**src/rtl/core/rmts_pkg.sv**
```systemverilog
// Shared types and constants for the rate monotonic tick scheduler.
package rmts_pkg;

  localparam int SLOTS          = 4;
  localparam int REG_W          = 10;
  localparam int NUM_TASKS_DEF  = 4;
  localparam int TIME_WIDTH_DEF = 10;
  localparam int ADDR_W         = 5;
  localparam int DATA_W         = 32;

  localparam logic [2:0] REG_PERIOD_TASK0 = 3'd0;
  localparam logic [2:0] REG_PERIOD_TASK1 = 3'd1;
  localparam logic [2:0] REG_PERIOD_TASK2 = 3'd2;
  localparam logic [2:0] REG_PERIOD_TASK3 = 3'd3;
  localparam logic [2:0] REG_BUDGET_TASK0 = 3'd4;
  localparam logic [2:0] REG_BUDGET_TASK1 = 3'd5;
  localparam logic [2:0] REG_BUDGET_TASK2 = 3'd6;
  localparam logic [2:0] REG_BUDGET_TASK3 = 3'd7;

  typedef logic [REG_W-1:0] reg_val_t;

  typedef struct packed {
    reg_val_t [SLOTS-1:0] period;
    reg_val_t [SLOTS-1:0] budget;
  } rmts_cfg_t;

  typedef struct packed {
    logic [1:0]       running_task;
    logic             idle;
    logic [SLOTS-1:0] release_mask;
    logic [SLOTS-1:0] overrun_mask;
    logic             job_done;
  } rmts_result_t;

endpackage

```
**src/rtl/core/rmts_regs.sv**
```systemverilog
// Configuration register file with the APB-style access port.
module rmts_regs
  import rmts_pkg::*;
(
  input  logic              clk,
  input  logic              rst,
  input  logic              psel,
  input  logic              penable,
  input  logic              pwrite,
  input  logic [ADDR_W-1:0] paddr,
  input  logic [DATA_W-1:0] pwdata,
  output logic [DATA_W-1:0] prdata,
  output logic              pready,
  output rmts_cfg_t         cfg
);

  logic       wr_en;
  logic [2:0] reg_idx;
  reg_val_t   wr_val;

  assign pready  = 1'b1;
  assign wr_en   = psel & penable & pwrite;
  assign reg_idx = paddr[ADDR_W-1:2];
  assign wr_val  = pwdata[REG_W-1:0];

  always_ff @(posedge clk) begin
    if (rst) begin
      for (int i = 0; i < SLOTS; i++) begin
        cfg.period[i] <= reg_val_t'(1);
        cfg.budget[i] <= '0;
      end
    end else if (wr_en) begin
      case (reg_idx)
        REG_PERIOD_TASK0: cfg.period[0] <= wr_val;
        REG_PERIOD_TASK1: cfg.period[1] <= wr_val;
        REG_PERIOD_TASK2: cfg.period[2] <= wr_val;
        REG_PERIOD_TASK3: cfg.period[3] <= wr_val;
        REG_BUDGET_TASK0: cfg.budget[0] <= wr_val;
        REG_BUDGET_TASK1: cfg.budget[1] <= wr_val;
        REG_BUDGET_TASK2: cfg.budget[2] <= wr_val;
        REG_BUDGET_TASK3: cfg.budget[3] <= wr_val;
        default: ;
      endcase
    end
  end

  always_comb begin
    case (reg_idx)
      REG_PERIOD_TASK0: prdata = DATA_W'(cfg.period[0]);
      REG_PERIOD_TASK1: prdata = DATA_W'(cfg.period[1]);
      REG_PERIOD_TASK2: prdata = DATA_W'(cfg.period[2]);
      REG_PERIOD_TASK3: prdata = DATA_W'(cfg.period[3]);
      REG_BUDGET_TASK0: prdata = DATA_W'(cfg.budget[0]);
      REG_BUDGET_TASK1: prdata = DATA_W'(cfg.budget[1]);
      REG_BUDGET_TASK2: prdata = DATA_W'(cfg.budget[2]);
      REG_BUDGET_TASK3: prdata = DATA_W'(cfg.budget[3]);
      default:          prdata = '0;
    endcase
  end

endmodule

```
**src/rtl/core/rmts_core.sv**
```systemverilog
// Tick engine: request register, task counters, priority pick and result register.
module rmts_core
  import rmts_pkg::*;
#(
  parameter int NUM_TASKS  = NUM_TASKS_DEF,
  parameter int TIME_WIDTH = TIME_WIDTH_DEF
) (
  input  logic         clk,
  input  logic         rst,
  input  rmts_cfg_t    cfg,
  input  logic         in_valid,
  output logic         in_stall,
  input  logic         restart,
  output logic         out_valid,
  input  logic         out_stall,
  output rmts_result_t result
);

  // Compare widths wide enough for both the register and the counter range.
  localparam int CW = (TIME_WIDTH > REG_W) ? TIME_WIDTH : REG_W;
  localparam int PW = (TIME_WIDTH + 1 > REG_W) ? TIME_WIDTH + 1 : REG_W;
  localparam logic [CW-1:0] BUDGET_MAX = CW'({TIME_WIDTH{1'b1}});
  localparam logic [PW-1:0] PHASE_MAX  = PW'({TIME_WIDTH{1'b1}});

  logic                  in_full;
  logic                  in_restart;
  logic                  advance;
  logic [TIME_WIDTH-1:0] phase_count      [NUM_TASKS];
  logic [TIME_WIDTH-1:0] remaining_budget [NUM_TASKS];
  logic [TIME_WIDTH-1:0] phase_count_next      [NUM_TASKS];
  logic [TIME_WIDTH-1:0] remaining_budget_next [NUM_TASKS];
  logic [TIME_WIDTH-1:0] rem_rel [NUM_TASKS];
  logic [TIME_WIDTH-1:0] ph_cur  [NUM_TASKS];
  reg_val_t              eff_period [NUM_TASKS];
  logic [PW-1:0]         ph_inc  [NUM_TASKS];
  rmts_result_t          result_next;
  logic                  found;
  logic [1:0]            best;
  reg_val_t              best_period;

  // The request register moves on whenever the result register is free or drains.
  assign advance  = in_full & (~out_valid | ~out_stall);
  assign in_stall = in_full & ~advance;

  always_ff @(posedge clk) begin
    if (rst) begin
      in_full   <= 1'b0;
      out_valid <= 1'b0;
      for (int i = 0; i < NUM_TASKS; i++) begin
        phase_count[i]      <= '0;
        remaining_budget[i] <= '0;
      end
    end else begin
      if (in_valid && !in_stall) begin
        in_full <= 1'b1;
      end else if (advance) begin
        in_full <= 1'b0;
      end
      if (advance) begin
        out_valid <= 1'b1;
        for (int i = 0; i < NUM_TASKS; i++) begin
          phase_count[i]      <= phase_count_next[i];
          remaining_budget[i] <= remaining_budget_next[i];
        end
      end else if (!out_stall) begin
        out_valid <= 1'b0;
      end
    end
  end

  always_ff @(posedge clk) begin
    if (in_valid && !in_stall) begin
      in_restart <= restart;
    end
    if (advance) begin
      result <= result_next;
    end
  end

  always_comb begin
    result_next             = '0;
    found                   = 1'b0;
    best                    = '0;
    best_period             = '0;

    // Releases: a restart clears the counters and budgets before anything else.
    for (int i = 0; i < NUM_TASKS; i++) begin
      logic [TIME_WIDTH-1:0] rm_cur;
      ph_cur[i]     = in_restart ? '0 : phase_count[i];
      rm_cur        = in_restart ? '0 : remaining_budget[i];
      eff_period[i] = (cfg.period[i] == '0) ? reg_val_t'(1) : cfg.period[i];
      rem_rel[i]    = rm_cur;
      if (cfg.budget[i] == '0) begin
        rem_rel[i] = '0;
      end else if (ph_cur[i] == '0) begin
        result_next.release_mask[i] = 1'b1;
        result_next.overrun_mask[i] = (rm_cur != '0);
        rem_rel[i] = (CW'(cfg.budget[i]) > BUDGET_MAX) ? BUDGET_MAX[TIME_WIDTH-1:0]
                                                        : TIME_WIDTH'(cfg.budget[i]);
      end
    end

    // Shortest period wins; the strict compare keeps ties on the lower index.
    for (int i = 0; i < NUM_TASKS; i++) begin
      if (cfg.budget[i] != '0 && rem_rel[i] != '0) begin
        if (!found || eff_period[i] < best_period) begin
          found       = 1'b1;
          best        = 2'(i);
          best_period = eff_period[i];
        end
      end
    end

    for (int i = 0; i < NUM_TASKS; i++) begin
      remaining_budget_next[i] = rem_rel[i];
      if (found && best == 2'(i)) begin
        remaining_budget_next[i] = rem_rel[i] - 1'b1;
        result_next.job_done     = (rem_rel[i] == TIME_WIDTH'(1));
      end
      ph_inc[i] = PW'(ph_cur[i]) + 1'b1;
      if (ph_inc[i] >= PW'(eff_period[i]) || ph_inc[i] > PHASE_MAX) begin
        phase_count_next[i] = '0;
      end else begin
        phase_count_next[i] = ph_inc[i][TIME_WIDTH-1:0];
      end
    end

    result_next.running_task = found ? best : 2'd0;
    result_next.idle         = ~found;
  end

endmodule

```
**src/rtl/core/rate_monotonic_tick_scheduler_unit.sv**
```systemverilog
// Top level of the rate monotonic tick scheduler for up to four periodic tasks.
//
// Each request on the input channel (in_valid, in_stall, restart) advances time by
// one tick. A task is released when its phase counter reaches zero, which reloads
// its budget; releasing a task whose previous job still owed ticks flags an overrun.
// The ready task with the shortest period runs for that tick, lower index first on
// ties. One result per request leaves on the output channel (out_valid, out_stall)
// with running_task, idle, release_mask, overrun_mask and job_done.
// A request waits in the request register, which feeds the counter update and
// priority pick; their outcome lands in the result register when the request advances.
// Throughput is one request per cycle while the receiver does not stall, as the
// counter update feeds the next tick's release and pick.
// When the receiver stalls, the result register holds its value and the request
// register can still fill, so in_stall rises only when both are occupied.
// Periods and budgets are written through the APB-style port at byte address 4*i,
// periods first, then budgets; pready is always high and reads return the value.
// A synchronous reset empties both registers, clears all phase counters and
// remaining budgets, and sets every period to 1 and every budget to 0.
module rate_monotonic_tick_scheduler_unit
  import rmts_pkg::*;
#(
  parameter int NUM_TASKS  = NUM_TASKS_DEF,
  parameter int TIME_WIDTH = TIME_WIDTH_DEF
) (
  input  logic              clk,
  input  logic              rst,
  input  logic              psel,
  input  logic              penable,
  input  logic              pwrite,
  input  logic [ADDR_W-1:0] paddr,
  input  logic [DATA_W-1:0] pwdata,
  output logic [DATA_W-1:0] prdata,
  output logic              pready,
  input  logic              in_valid,
  output logic              in_stall,
  input  logic              restart,
  output logic              out_valid,
  input  logic              out_stall,
  output logic [1:0]        running_task,
  output logic              idle,
  output logic [SLOTS-1:0]  release_mask,
  output logic [SLOTS-1:0]  overrun_mask,
  output logic              job_done
);

  rmts_cfg_t    cfg;
  rmts_result_t result;

  rmts_regs u_regs (
    .clk     (clk),
    .rst     (rst),
    .psel    (psel),
    .penable (penable),
    .pwrite  (pwrite),
    .paddr   (paddr),
    .pwdata  (pwdata),
    .prdata  (prdata),
    .pready  (pready),
    .cfg     (cfg)
  );

  rmts_core #(
    .NUM_TASKS  (NUM_TASKS),
    .TIME_WIDTH (TIME_WIDTH)
  ) u_core (
    .clk       (clk),
    .rst       (rst),
    .cfg       (cfg),
    .in_valid  (in_valid),
    .in_stall  (in_stall),
    .restart   (restart),
    .out_valid (out_valid),
    .out_stall (out_stall),
    .result    (result)
  );

  // The result register drives the payload ports directly.
  assign running_task = result.running_task;
  assign idle         = result.idle;
  assign release_mask = result.release_mask;
  assign overrun_mask = result.overrun_mask;
  assign job_done     = result.job_done;

endmodule
```
**config.mk**
```make
export PLATFORM = sky130hd
export DESIGN_NAME = rate_monotonic_tick_scheduler_unit
export DESIGN_NICKNAME = d
export VERILOG_FILES = /design/src/rtl/core/rmts_pkg.sv /design/src/rtl/core/rmts_regs.sv /design/src/rtl/core/rmts_core.sv /design/src/rtl/core/rate_monotonic_tick_scheduler_unit.sv
export SDC_FILE = /design/constraint.sdc
export NUM_CORES = 1
export LEC_CHECK = 0
export BUFFER_PORTS_ARGS = -buffer_cell sky130_fd_sc_hd__buf_2
export CAP_MARGIN = 20
export CORE_ASPECT_RATIO = 0.6
export CORE_UTILIZATION = 30
export DETAILED_ROUTE_END_ITERATION = 8
export PLACE_DENSITY_LB_ADDON = 0.15
export REMOVE_ABC_BUFFERS = 1
export SYNTH_ARGS = -nofsm -noshare
export SYNTH_HDL_FRONTEND = slang
export SYNTH_SLANG_ARGS = --single-unit
```
**constraint.sdc**
```tcl
create_clock -name clk -period 13.4 [get_ports clk]
set_clock_uncertainty 0.05 [all_clocks]
set_input_delay 1.34 -clock clk [delete_from_list [all_inputs] [get_ports clk]]
set_output_delay 1.34 -clock clk [all_outputs]
set_load 0.05 [all_outputs]
```
# [Yosys cells after proc, flatten, opt, wreduce, memory -nomap -nowiden]
# Memories as Yosys holds them, arrays and structs flattened.
# Index checks and enable logic that the tools add are counted.
[word_totals] ramBits=80 wordCells=218 n_memories=2 out_inout_bits=47 input_bits=45 register_bits=95
[op_classes] n_reduce_logical=59 mux=76 addsub=8 bitwise=21 magnitude_cmp=15 eq_ne=15
[memory_table] memory="u_core.phase_count" depth=4 width=10 rd=4 rd_ports_with_merged_regs=0 wr=4 line_no="rmts_core.sv:28" rtl="logic [TIME_WIDTH-1:0] phase_count [NUM_TASKS];"
[memory_table] memory="u_core.remaining_budget" depth=4 width=10 rd=4 rd_ports_with_merged_regs=0 wr=4 line_no="rmts_core.sv:29" rtl="logic [TIME_WIDTH-1:0] remaining_budget [NUM_TASKS];"
[op_table] operator="two-way mux 10 bit" count=45
[op_table] operator="case mux 32 bit (8 select lines)" count=1
[op_table] operator="zero test 10 bit" count=12
[op_table] operator="nonzero test 10 bit" count=12
[op_table] operator="adder 10 x 1 -> 11 bit, second input constant" count=4
[op_table] operator=">= comparator 11 x 10 -> 1 bit" count=4
[op_table] operator="> comparator 11 x 10 -> 1 bit, second input constant" count=4
[op_table] operator="equality test 10 x 1 -> 1 bit, second input constant" count=4
[op_table] operator="> comparator 10 bit, second input constant" count=4
[op_table] operator="subtractor 10 x 1 -> 10 bit, second input constant" count=4
[op_table] operator="< comparator 10 bit" count=3
[op_table] operator="two-way mux 1 bit" count=25
[op_table] operator="AND reduction 2 bit" count=8
[op_table] operator="equality test 3 bit, second input constant" count=4
[op_table] operator="two-way mux 2 bit" count=5
[op_table] operator="logical AND 1 bit" count=9
[op_table] operator="OR 1 bit" count=9
[op_table] operator="NOT 1 bit" count=8
[op_table] operator="OR reduction 2 bit" count=4
[op_table] operator="logical OR 1 bit" count=7
[op_table] operator="equality test 3 x 2 -> 1 bit, second input constant" count=2
[op_table] operator="AND 1 bit" count=4
[op_table] operator="equality test 2 bit, second input constant" count=2
[op_table] operator="zero test 1 bit" count=4
[op_table] operator="other kinds (6)" count=6

# [Longest topological paths before layout]
# An unclocked memory read counts as a cell.
[logic_depth] word_depth=26 ltp_mapped=54 depth_no_buf=43

# [Hierarchy]
# Synthesis repeated with hierarchy kept, for this count alone.
[hier_totals] hier_cells=1529 hier_area_um2=13287.7
[modules_own_cells] module="rmts_core" seq_area_each_um2=2832.7 n_inst=1 area_per_inst_um2=9263.9 cells_per_inst=1091
[modules_own_cells] module="rmts_regs" seq_area_each_um2=1601.5 n_inst=1 area_per_inst_um2=4023.9 cells_per_inst=438

# [Worst setup path before layout]
# No wires, ideal clock.
[synth_path] path_kind="register to register" from="reg u_core.in_restart" to="mem u_core.remaining_budget[2][2] (netlist name) (data pin)" arrival_time_ps=10218 path_buffers=12 stages_incl_launch_ff=52 path_slack_ps=2877 synth_period_minus_slack_ps=10523 t_required_ps=13094 setup_ps=256 path_cell_list="edfxtp_1 > buf_2 > clkbuf_1 > clkbuf_1 > clkbuf_1 > buf_1 > clkbuf_1 > nor2b_1 > inv_1 > ha_1 > nor2b_1 > a32o_2 > buf_1 > a21oi_1 > nor2_1 > inv_1 > ha_1 > nand2_1 > [... 16 more ...] > a21oi_1 > a2111oi_0 > a32oi_1 > nor2_1 > o21ai_1 > buf_2 > buf_2 > mux2_2 > ha_1 > a211oi_1 > o21ai_0 > a221o_1 > nor2_1 > o21ai_0 > a211oi_1 > a211oi_2 > buf_2 > a31o_2"
[synth_lines] item="start: declaration" line_no="rmts_core.sv:26" rtl="logic in_restart;"
[synth_lines] item="start signal: assignment" line_no="rmts_core.sv:73" rtl="in_restart <= restart;"
[synth_lines] item="end: declaration" line_no="rmts_core.sv:29"

==> results.txt <==
- The flow ran to the end, and the final reports show no timing, DRC or antenna violations.
- Via count of the routed design: 10823
- Final period demand of the worst path: 12070 ps
* Power density over the cells: 96.8 nW/um2
- Fin crit share: 90.1%
- The number of hold buffers added after CTS was 0.
- Compared with the post-synthesis result, the final layout area differs by 9.77%.
- Global route total overflow: 0
- The share of the Yosys chip area taken by registers is 35.0%.
- The number of max-slew violations in the final report came to 0.
* Vert. Die Dim: 161 um
* Type of element launching the critical path: register
* Drt total wl: 42500 um
- Total routing usage reported by global routing: 19.9%
- Pin placement for this block handled 92 I/O pins.
- Headroom to the max-slew limit came out at 22.5%.
- Total count of hold-check failures in the final report: 0
- The critical path crosses 40 cells after its start point.
- Highest attainable clock frequency: 82.8 MHz
- By area, the combinational part of the netlist is dominated by simple AND/OR/NAND/NOR gates.
- Mux contribution to synthesized area: 8.35%
- Post-CTS sizing: 0
- In the routed layout, each cell is associated on average with a via count of 5.33.
- The clock passes through at most 2 buffers.
- H-tree Lvls: 4
* Slew at the pin closest to its max-slew limit: 1160 ps
* Initial Util: 30.9%
* Clk pin slew, worst setup/hold paths: 70 ps
- Worst stage delay on the critical path: 880 ps
* Antenna violations before repair: 0
- Post-synthesis instance total: 1476
* Register-to-register setup slack: 1330 ps
* Share of synthesized flip-flops with an asynchronous set or reset: 0%
* Critical-path maximum fanout: 25
- For this design, the sink count on the clock tree is 175.
- X dimension of the die: 267 um
- At the worst endpoint, the arrival time is 12320 ps.
- Simple-gate portion of the synthesized area: 22.8%
- Number of buffers inserted by port buffering: 44
- The cell area that synthesis handed to floorplanning was 12700 um2.
- Source of the worst hold timing path: u_core.in_full
* Final routed DRC violation total: 0
- The final layout contains 1593 nets.
* Slack of the critical path: 1330 ps
- Instance area after placement: 13300 um2
* Path depth of the worst reg2reg path: 40
- Global-route wire length before repair: 64300 um
* Post-layout utilization of the core: 33.9%
* Post-synthesis cell type count: 80
- Gpl congestion: 0.885
- Summed over all nets, the half-perimeter wirelength after detailed placement is 32100 um.
- Wire length per cell after detailed routing: 20.9 um
* Met2 Track Usage GR: 27.1%
* Clock latency on the worst-skew pair: 460 ps
* Worst reg2reg path endpoint: u_core.remaining_budget[3][8]
- Adding up every negative setup slack in the final design gives 0 ps.
- Class of the most critical setup path: register to register
- Start of the worst register-to-register path: u_core.in_restart
- The layer flagged by global routing as most heavily used is met1.
- Cell chosen for the clock root: sky130_fd_sc_hd__clkbuf_16
- TritonCTS built the clock tree.
- Max-cap violations in this run came to 0.
- Post-synthesis compound-gate area fraction: 15.7%
- FF+latch area: 4430 um2
* Slowest stage cell, crit path: sky130_fd_sc_hd__a2111oi_0
- Register bit total from synthesis: 175
- In this run the mean area of a mapped cell was 8.60 um2.
* Antenna diodes: 0
* EDFF count, synth: 93
- Nature of the critical path endpoint: register
* Routing usage on met3: 3.28%
- For the worst setup path, the data required time is 13650 ps.
* CORE AREA: 41100 um2
* Dominant delay contributor by cell family on the critical path: compound AO/OA/AOI/OAI gates
- The synthesized netlist devotes 2.62% of its cell area to XOR and XNOR gates.
- Worst IR Drop VDD: 71.0 uV
* Filler cell count in the final layout: 4324
* Final Setup Violations: 0
* Total power of the final layout: 1350 uW
* Placement row count: 57
* Place WS: 1570 ps
- Met1 Usage GRT: 32.0%
- After routing the design area is 13900 um2.
- Footprint of the multi-input gates: 7530 um2
- First element of the critical path: u_core.in_restart
- Detailed Routing Iterations Pass 1: 5
* Share of cells above drive strength 1: 10.9%
- Pin count of the biggest net entering global routing: 49
- The die covers 43100 um2.
* Number of global-route vias before repair: 10073
- For this run, the number of Yosys warnings is 0.
- Post-synthesis share of cell area spent on full adders, half adders and majority gates: 8.88%
- Buffers added to address setup during post-CTS repair amount to 0.
- Together, buffers and inverters on the worst path number 2.
* Starting DRC count in detailed routing: 1118
- Total CTS buffers: 17
- Ys flop type: sky130_fd_sc_hd__edfxtp_1
* RSZ-0062 raised after global routing: no
- Class of the most critical hold timing path: register to register
- In this run the worst setup path terminates at u_core.remaining_budget[3][8].
* Count of antenna-violating nets left after detailed routing: 0
- Leakage power of the design: 0.00494 uW
-- layout by cell type (no fill, tap or decap), drive strengths merged, types with 21 or more instances in the layout --
master	netlist	final
nor2	200	200
a21oi	100	100
nand2	97	97
edfxtp	93	93
ha	90	90
dfxtp	82	82
mux2i	80	80
inv	77	77
buf	41	63
o21ai	53	53
nor3	48	48
nand3	46	46
nor4	31	31
nor2b	29	29
conb	2	23
xnor2	22	22
clkbuf	80	21
-- cells by family after synthesis --
family                     count (synthesis)
other                                      2
AOI/OAI and AO/OA                        296
muxes                                     99
and+or+nand+nor                          576
buffers and inverters                    200
xor gates and xnor gates                  38
DFF                                      175
adders and majority gates                 90
-- cell usage after synthesis, drive strengths merged (16+ instances only) --
master	count	area, um2
nor2	200	751
a21oi	100	500
nand2	97	364
edfxtp	93	2790
ha	90	1130
dfxtp	82	1640
clkbuf	80	300
mux2i	80	801
inv	77	289
o21ai	53	265
nor3	48	240
nand3	46	235
buf	41	248
nor4	31	245
nor2b	29	181
xnor2	22	193
a22oi	20	160
nand2b	19	119
a21o	17	128
a31oi	17	119
nor3b	17	128
or2	17	106
nand4	16	106
xor2	16	140
-- metal layers --
metal | part of all wire [%] | vias up
li1 | - | 5240
met1 | 54 | 5249
met2 | 39 | 303
met3 | 5.9 | 31
met4 | 1.1 | 0
met5 | 0 | -
-- state kept, by name, summed over array words and instances (netlist names) --
signal	count
u_core.out_valid	1
u_regs.cfg	80
u_core.in_restart	1
u_core.result	12
u_core.phase_count	40
u_core.remaining_budget	40
u_core.in_full	1
-- report_power, final --
| group | switching, uW | internal, uW | leakage (uW) | total (uW) |
|---|---|---|---|---|
| logic | 151 | 62.5 | 0.00301 | 214 |
| clock network | 234 | 297 | 0.000284 | 532 |
| registers | 18.5 | 584 | 0.00164 | 602 |
-- worst min path at each step --
stage,to,cells after the start,slack [ps]
2_1_floorplan,u_core.out_valid,2,390
3_3_place_gp,u_core.out_valid,2,410
3_5_place_dp,u_core.out_valid,2,430
4_1_cts,u_core.out_valid,2,450
5_1_grt,u_regs.cfg[42],2,480
6_report,u_core.out_valid,2,450
-- stage by stage --
step	instances	hold WS, ps
floorplan	1376	394
global placement	1994	414
detailed placement	1994	431
CTS	2026	449
global route	2031	478
finish	2031	446
-- final cells by class --
class	count	area share, %
inverter	79	2.13
clock buffer	21	3.23
clock inverter	11	1.01
tap	560	5.03
sequential	175	31.8
multi-input combinational	1122	54.1
timing repair buffer	63	2.69
-- tightest hold or removal path: stages (launching register included) --
cell and delay [ps]:
sky130_fd_sc_hd__dfxtp_1 350, sky130_fd_sc_hd__a21oi_1 50, sky130_fd_sc_hd__nor2_1 70
(Power assumes the default switching activity.)
